==> src/dmhpq_pkg.sv <==
// Shared types and constants for the d-ary max-heap priority queue.
package dmhpq_pkg;

   localparam int VALUE_W       = 32;
   localparam int ARITY_W       = 4;
   localparam int ENTRY_COUNT_W = 11;
   localparam int STATUS_W      = 2;
   localparam int RSP_DATA_W    = 80;
   localparam logic [ARITY_W-1:0] DEFAULT_ARITY = 4'd2;

   typedef enum logic [STATUS_W-1:0] {
      STATUS_OK    = 2'd0,
      STATUS_EMPTY = 2'd1,
      STATUS_FULL  = 2'd2
   } status_type;

   typedef enum logic {
      REQ_INSERT = 1'b0,
      REQ_REMOVE = 1'b1
   } req_kind_type;

   typedef enum logic [3:0] {
      OP_NONE,
      OP_LOAD,
      OP_SET_FULL,
      OP_SET_EMPTY,
      OP_INS_START,
      OP_DIV_START,
      OP_DIV_STEP,
      OP_RD_PAR,
      OP_UP_MOVE,
      OP_WR_VAL,
      OP_RD_ROOT,
      OP_TAKE_ROOT,
      OP_TAKE_LAST,
      OP_DN_FIRST,
      OP_DN_RD,
      OP_DN_CMP
   } dp_op_type;

   typedef struct packed {
      dp_op_type op;
      logic      dn_move;
      logic      out_load;
   } dp_cmd_type;

   typedef struct packed {
      logic is_remove;
      logic full;
      logic count_zero;
      logic pos_zero;
      logic div_last;
      logic up_greater;
      logic first_ge_n;
      logic child_more;
      logic down_go;
      logic out_free;
   } dp_status_type;

endpackage

==> src/dmhpq_ctrl.sv <==
// Sequencer for insert sift-up and remove sift-down.
module dmhpq_ctrl (
   input  logic                    clock,
   input  logic                    reset,
   input  logic                    req_tvalid,
   output logic                    req_tready,
   input  dmhpq_pkg::dp_status_type st,
   output dmhpq_pkg::dp_cmd_type   cmd
);
   import dmhpq_pkg::*;

   typedef enum logic [3:0] {
      S_IDLE,
      S_DISPATCH,
      S_UP_CHECK,
      S_DIV,
      S_RD_PAR,
      S_UP_CMP,
      S_RM_ROOT,
      S_RM_LAST,
      S_DN_FIRST,
      S_DN_CHK,
      S_DN_RD,
      S_DN_CMP,
      S_DN_DEC,
      S_FIN,
      S_FIN_WAIT
   } state_type;

   state_type state_ff, state_in;

   assign req_tready = (state_ff == S_IDLE);

   always_comb begin
      state_in     = state_ff;
      cmd.op       = OP_NONE;
      cmd.dn_move  = 1'b0;
      cmd.out_load = 1'b0;
      case (state_ff)
         S_IDLE: begin
            if (req_tvalid) begin
               cmd.op   = OP_LOAD;
               state_in = S_DISPATCH;
            end
         end
         S_DISPATCH: begin
            if (!st.is_remove) begin
               if (st.full) begin
                  cmd.op   = OP_SET_FULL;
                  state_in = S_FIN;
               end else begin
                  cmd.op   = OP_INS_START;
                  state_in = S_UP_CHECK;
               end
            end else if (st.count_zero) begin
               cmd.op   = OP_SET_EMPTY;
               state_in = S_FIN;
            end else begin
               cmd.op   = OP_RD_ROOT;
               state_in = S_RM_ROOT;
            end
         end
         S_UP_CHECK: begin
            if (st.pos_zero) begin
               cmd.op   = OP_WR_VAL;
               state_in = S_FIN;
            end else begin
               cmd.op   = OP_DIV_START;
               state_in = S_DIV;
            end
         end
         S_DIV: begin
            cmd.op = OP_DIV_STEP;
            if (st.div_last) state_in = S_RD_PAR;
         end
         S_RD_PAR: begin
            cmd.op   = OP_RD_PAR;
            state_in = S_UP_CMP;
         end
         S_UP_CMP: begin
            if (st.up_greater) begin
               cmd.op   = OP_UP_MOVE;
               state_in = S_UP_CHECK;
            end else begin
               cmd.op   = OP_WR_VAL;
               state_in = S_FIN;
            end
         end
         S_RM_ROOT: begin
            cmd.op   = OP_TAKE_ROOT;
            state_in = S_RM_LAST;
         end
         S_RM_LAST: begin
            cmd.op   = OP_TAKE_LAST;
            state_in = st.count_zero ? S_FIN : S_DN_FIRST;
         end
         S_DN_FIRST: begin
            cmd.op   = OP_DN_FIRST;
            state_in = S_DN_CHK;
         end
         S_DN_CHK: begin
            if (st.first_ge_n) begin
               cmd.op   = OP_WR_VAL;
               state_in = S_FIN;
            end else begin
               cmd.op   = OP_DN_RD;
               state_in = S_DN_CMP;
            end
         end
         S_DN_RD: begin
            cmd.op   = OP_DN_RD;
            state_in = S_DN_CMP;
         end
         S_DN_CMP: begin
            cmd.op   = OP_DN_CMP;
            state_in = st.child_more ? S_DN_RD : S_DN_DEC;
         end
         S_DN_DEC: begin
            if (st.down_go) begin
               cmd.dn_move = 1'b1;
               state_in    = S_DN_FIRST;
            end else begin
               cmd.op   = OP_WR_VAL;
               state_in = S_FIN;
            end
         end
         S_FIN: begin
            cmd.op   = OP_RD_ROOT;
            state_in = S_FIN_WAIT;
         end
         S_FIN_WAIT: begin
            // The root word stays in the read register until the result slot frees up.
            if (st.out_free) begin
               cmd.out_load = 1'b1;
               state_in     = S_IDLE;
            end
         end
         default: state_in = S_IDLE;
      endcase
   end

   always_ff @(posedge clock) begin
      if (reset) begin
         state_ff <= S_IDLE;
      end else begin
         state_ff <= state_in;
      end
   end

endmodule

==> config.mk <==
export PLATFORM = sky130hd
export DESIGN_NAME = dmhpq_ctrl
export DESIGN_NICKNAME = d
export VERILOG_FILES = /design/src/dmhpq_pkg.sv /design/src/dmhpq_ctrl.sv
export SDC_FILE = /design/constraint.sdc
export NUM_CORES = 1
export LEC_CHECK = 0
export ABC_AREA = 0
export BUFFER_PORTS_ARGS = -buffer_cell sky130_fd_sc_hd__buf_2
export CAP_MARGIN = 20
export CORE_AREA = 2 2 39 41
export CTS_BUF_LIST = sky130_fd_sc_hd__clkbuf_4
export CTS_CLUSTER_DIAMETER = 50
export CTS_CLUSTER_SIZE = 25
export DETAILED_ROUTE_END_ITERATION = 10
export DIE_AREA = 0 0 41 43
export PLACE_DENSITY = 0.79
export SLEW_MARGIN = 20
export SYNTH_ARGS = -nofsm -noshare
export SYNTH_HDL_FRONTEND = slang
export SYNTH_SLANG_ARGS = --single-unit
==> constraint.sdc <==
create_clock -name clock -period 3.6 [get_ports clock]
set_input_delay 0.54 -clock clock [delete_from_list [all_inputs] [get_ports clock]]
set_output_delay 0.54 -clock clock [all_outputs]
set_load 0.01 [all_outputs]
* After elaboration in Yosys (flattened, before gate mapping)
Index checks and enable logic that the tools add are counted.
W data, S select, Z words.
** Storage, ports and cells
- Logic and storage cells :: 46
- Input port bits :: 13
- Flip-flop bits (word level) :: 4
- Output and inout port bits :: 7
** Cells by class
- Multiplexer cells :: 26
- Equality and inequality tests :: 17
- Reductions and logical operators :: 2
** Operator list (count)
- $pmux W4 S15 :: 1
- $pmux W4 S14 :: 1
- $mux W4 :: 12
- $eq A4 B4 Y1 const B :: 7
- $mux W3 :: 6
- $eq A4 B3 Y1 const B :: 4
- $eq A4 B2 Y1 const B :: 2
- $mux W1 :: 6
- $ne A2 B2 Y1 const B :: 3
- $eq A4 B1 Y1 const B :: 1
- $logic_not A4 Y1 :: 1
- $reduce_and A3 Y1 :: 1

* Longest topological paths before layout
- Depth after elaboration :: 3
- Depth in mapped cells :: 7
- Mapped depth without buffers :: 5

* Worst setup path after synthesis
OpenSTA, ideal clock, no wires.
- Path kind :: register to output
- From :: register state_ff[0]
- To :: output cmd[4] in the netlist's numbering
- Data required time :: 3.060 ns
- Path buffers :: 2
- Arrival :: 1.272 ns
- Stages on the path, launching flop included :: 7
- Path slack :: 1.788 ns
- Path through :: dfxtp_1 -> buf_6 -> or2_0 -> buf_2 -> o32ai_2 -> nor2_1 -> o221ai_1
** RTL lines
- from (decl) :: RTL line dmhpq_ctrl.sv:30 : state_type state_ff, state_in;
- from (signal assigned) :: RTL line dmhpq_ctrl.sv:146 : state_ff <= state_in;
- to (decl) :: RTL line dmhpq_ctrl.sv:8 : output dmhpq_pkg::dp_cmd_type cmd

==> impl_metrics.ini <==
[critical_path]
reg2reg_slack_ns = 1.61
path_class = reg2out
crit_path_start_kind = flip-flop
critPathRequiredTime_ns = 3.06
worst_ep_arrival_time_ns = 2.15
cp_slowest_cell = dfxtp_1
r2r-start = state_ff[2]
cp_max_fo = 30
reg2regPathDepth = 5
path_delay_family = flip-flops
cp-end-kind = primary output
critPathMaxStageDelay_ns = 0.89
path_cells = nand2_1 -> a221oi_1 -> nor2_1 -> a211o_1 -> buf_2
crit_buf_inv = 1
rr_endpoint = state_ff[2]

[pwr]
max-vdd-ir-drop_mv = 0.4640
power_mw = 0.7263
leakagePower_nw = 0.3154
power_density_nw_per_um2 = 953.1

[sta]
rsz0062_at_grt = no
finalCritPeriodShare = 0.7467
tns_ns = 0
tightestPinTransition_ns = 0.8788
fin_crit_ns = 2.688
skew_ns = 0.002246
hold_viol = 0
setup_violations = 0
whs_ns = 0.5174
drv_slew = 0
fmax_mhz = 372.0
relSlewSlack = 0.4133

[floorplan]
num_rows = 14
die_w_um = 41
design.core.area_sq_um = 1384
ioPinCount = 20
die-area_sq_um = 1763
dieHeight_um = 43
start_util = 0.4910

[synthesis]
syn-num-nets = 113
ys_seq_elements = 4
synth_edf_count = 0
syn-instance-count = 100
synth_top_area_cell = dfxtp_1
ys_warn_count = 0
synth_top_flop_cell = dfxtp_1
synthTopCellsByCount = 9 x nor2_1, 8 x a21oi_1, 8 x buf_2, 7 x nand2_1, 6 x o21ai_0
syn_area_sq_um = 679.4
ys_top_cells_by_area = dfxtp_1 12%, a21oi_1 5.9%, buf_2 5.9%
synth_top_cell_area_share = 0.1179
async_reset_ff_frac = 0
syn_area_per_cell_sq_um = 6.794
synth_cell_types = 41
yosysSeqAreaShare = 0.1179
synth_most_common_cell = nor2_1

[drt]
drc_errors = 0
via_count = 797
wl_um = 1721
wire_per_inst_um = 13.45
drtPass1Iterations = 4
antenna_left = 0
drt-initial-drc-count = 30
via_per_inst = 6.227

[place]
placed_area_sq_um = 739.5
place_congestion = 0.8513
hpwl_um = 1254
port_buffers = 19

[clocking]
htree_levels = 1
cts.repair.resized = 0
cts_sinks = 4
numCtsBuffers = 3
cts-root-buf = clkbuf_4
clock_latency_ns = 0.23
cts_post_setup_buffers_inserted = 0
cts.reportedPaths.clkPinSlew_ns = 0.04
cts_tree = done
holdBufCountCts = 0
cts_max_path_buffers = 2

[global_routing]
antenna_found_initial = 0
overflow = 0
grt_usage = 0.2269
grt_pass1_wl_um = 2794
grt_max_degree = 31
grt_pass1_vias = 622

[finish]
final_net_count = 127
fin_area_sq_um = 762.0
area_delta_synth_final_pct = 12.15
drive_gt1_frac = 0.2321
largest_reg_flops = 4
post-route-util = 0.5506
n_antenna_cell = 0
top_register = state_ff
reg_top3 = state_ff: 4 flops

[worst_hold_path]
whs_endpoint = state_ff[3]
min_path_cells = 2
worstHoldPathType = in2reg
hold_start = reset

[run]
cap_violations = 0

[outcome]
status = finished clean
-- cell usage in the layout (no fill, tap or decap), drive strengths merged, types with 4 or more instances in the layout --
cell type / Yosys / layout
o21ai: 7 / 7
nor3: 4 / 4
buf: 10 / 20
a21oi: 8 / 8
nand2: 7 / 7
nor2: 9 / 9
nor2b: 4 / 4
nand2b: 5 / 5
dfxtp: 4 / 4
-- cells by family (layout without fill, tap and decap cells) --
kind of cell / count (synthesis) / count (layout) / share of synthesized area
simple gates: 43 / 43 / 0.3591
compound gates: 38 / 38 / 0.3997
flops: 4 / 4 / 0.1179
buf+inv: 14 / 26 / 0.1087
mux: 1 / 1 / 0.01473
-- layout make-up --
cell class / count / area (sq um)
repair buffers: 20 / 102.6
well taps: 16 / 20.02
fillers: 138 / 621.8
flip-flops and latches: 4 / 80.08
clock buffers: 3 / 22.52
inverters: 3 / 11.26
multi-input cells: 82 / 525.5
-- metal layers --
metal	up-vias	global-route usage	wire length (um)
li1	407	-	-
met1	356	0.3473	831
met2	34	0.3031	789
met3	0	0.03665	100
met4	0	0.09333	0
met5	-	0	0
-- report_power, final --
group	leakage [nW]	internal [mW]	switching, mW	total, mW
logic	0.268	0.230	0.279	0.509
registers	0.0332	0.0671	0.0968	0.164
clock network	0.0138	0.0371	0.0161	0.0533
total	0.315	0.334	0.392	0.726
-- per-stage QoR --
stage	cells	setup WS, ns
after floorplan	100	1.788
after global placement	125	1.263
after detailed placement	125	1.219
after CTS	128	0.9589
after global routing	128	0.7857
final	128	0.9118
-- worst max path at each step --
| stage | end | cells after the start | startpoint | slack (ns) |
|---|---|---|---|---|
| floorplan | cmd[4] | 6 | state_ff[0] | 1.79 |
| global placement | cmd[5] | 5 | state_ff[2] | 1.26 |
| detailed placement | cmd[5] | 5 | state_ff[2] | 1.22 |
| CTS | cmd[5] | 5 | state_ff[2] | 0.96 |
| global route | cmd[2] | 6 | state_ff[2] | 0.79 |
| finish | cmd[5] | 5 | state_ff[2] | 0.91 |
No activity file was read; power rests on OpenSTA's default activity.
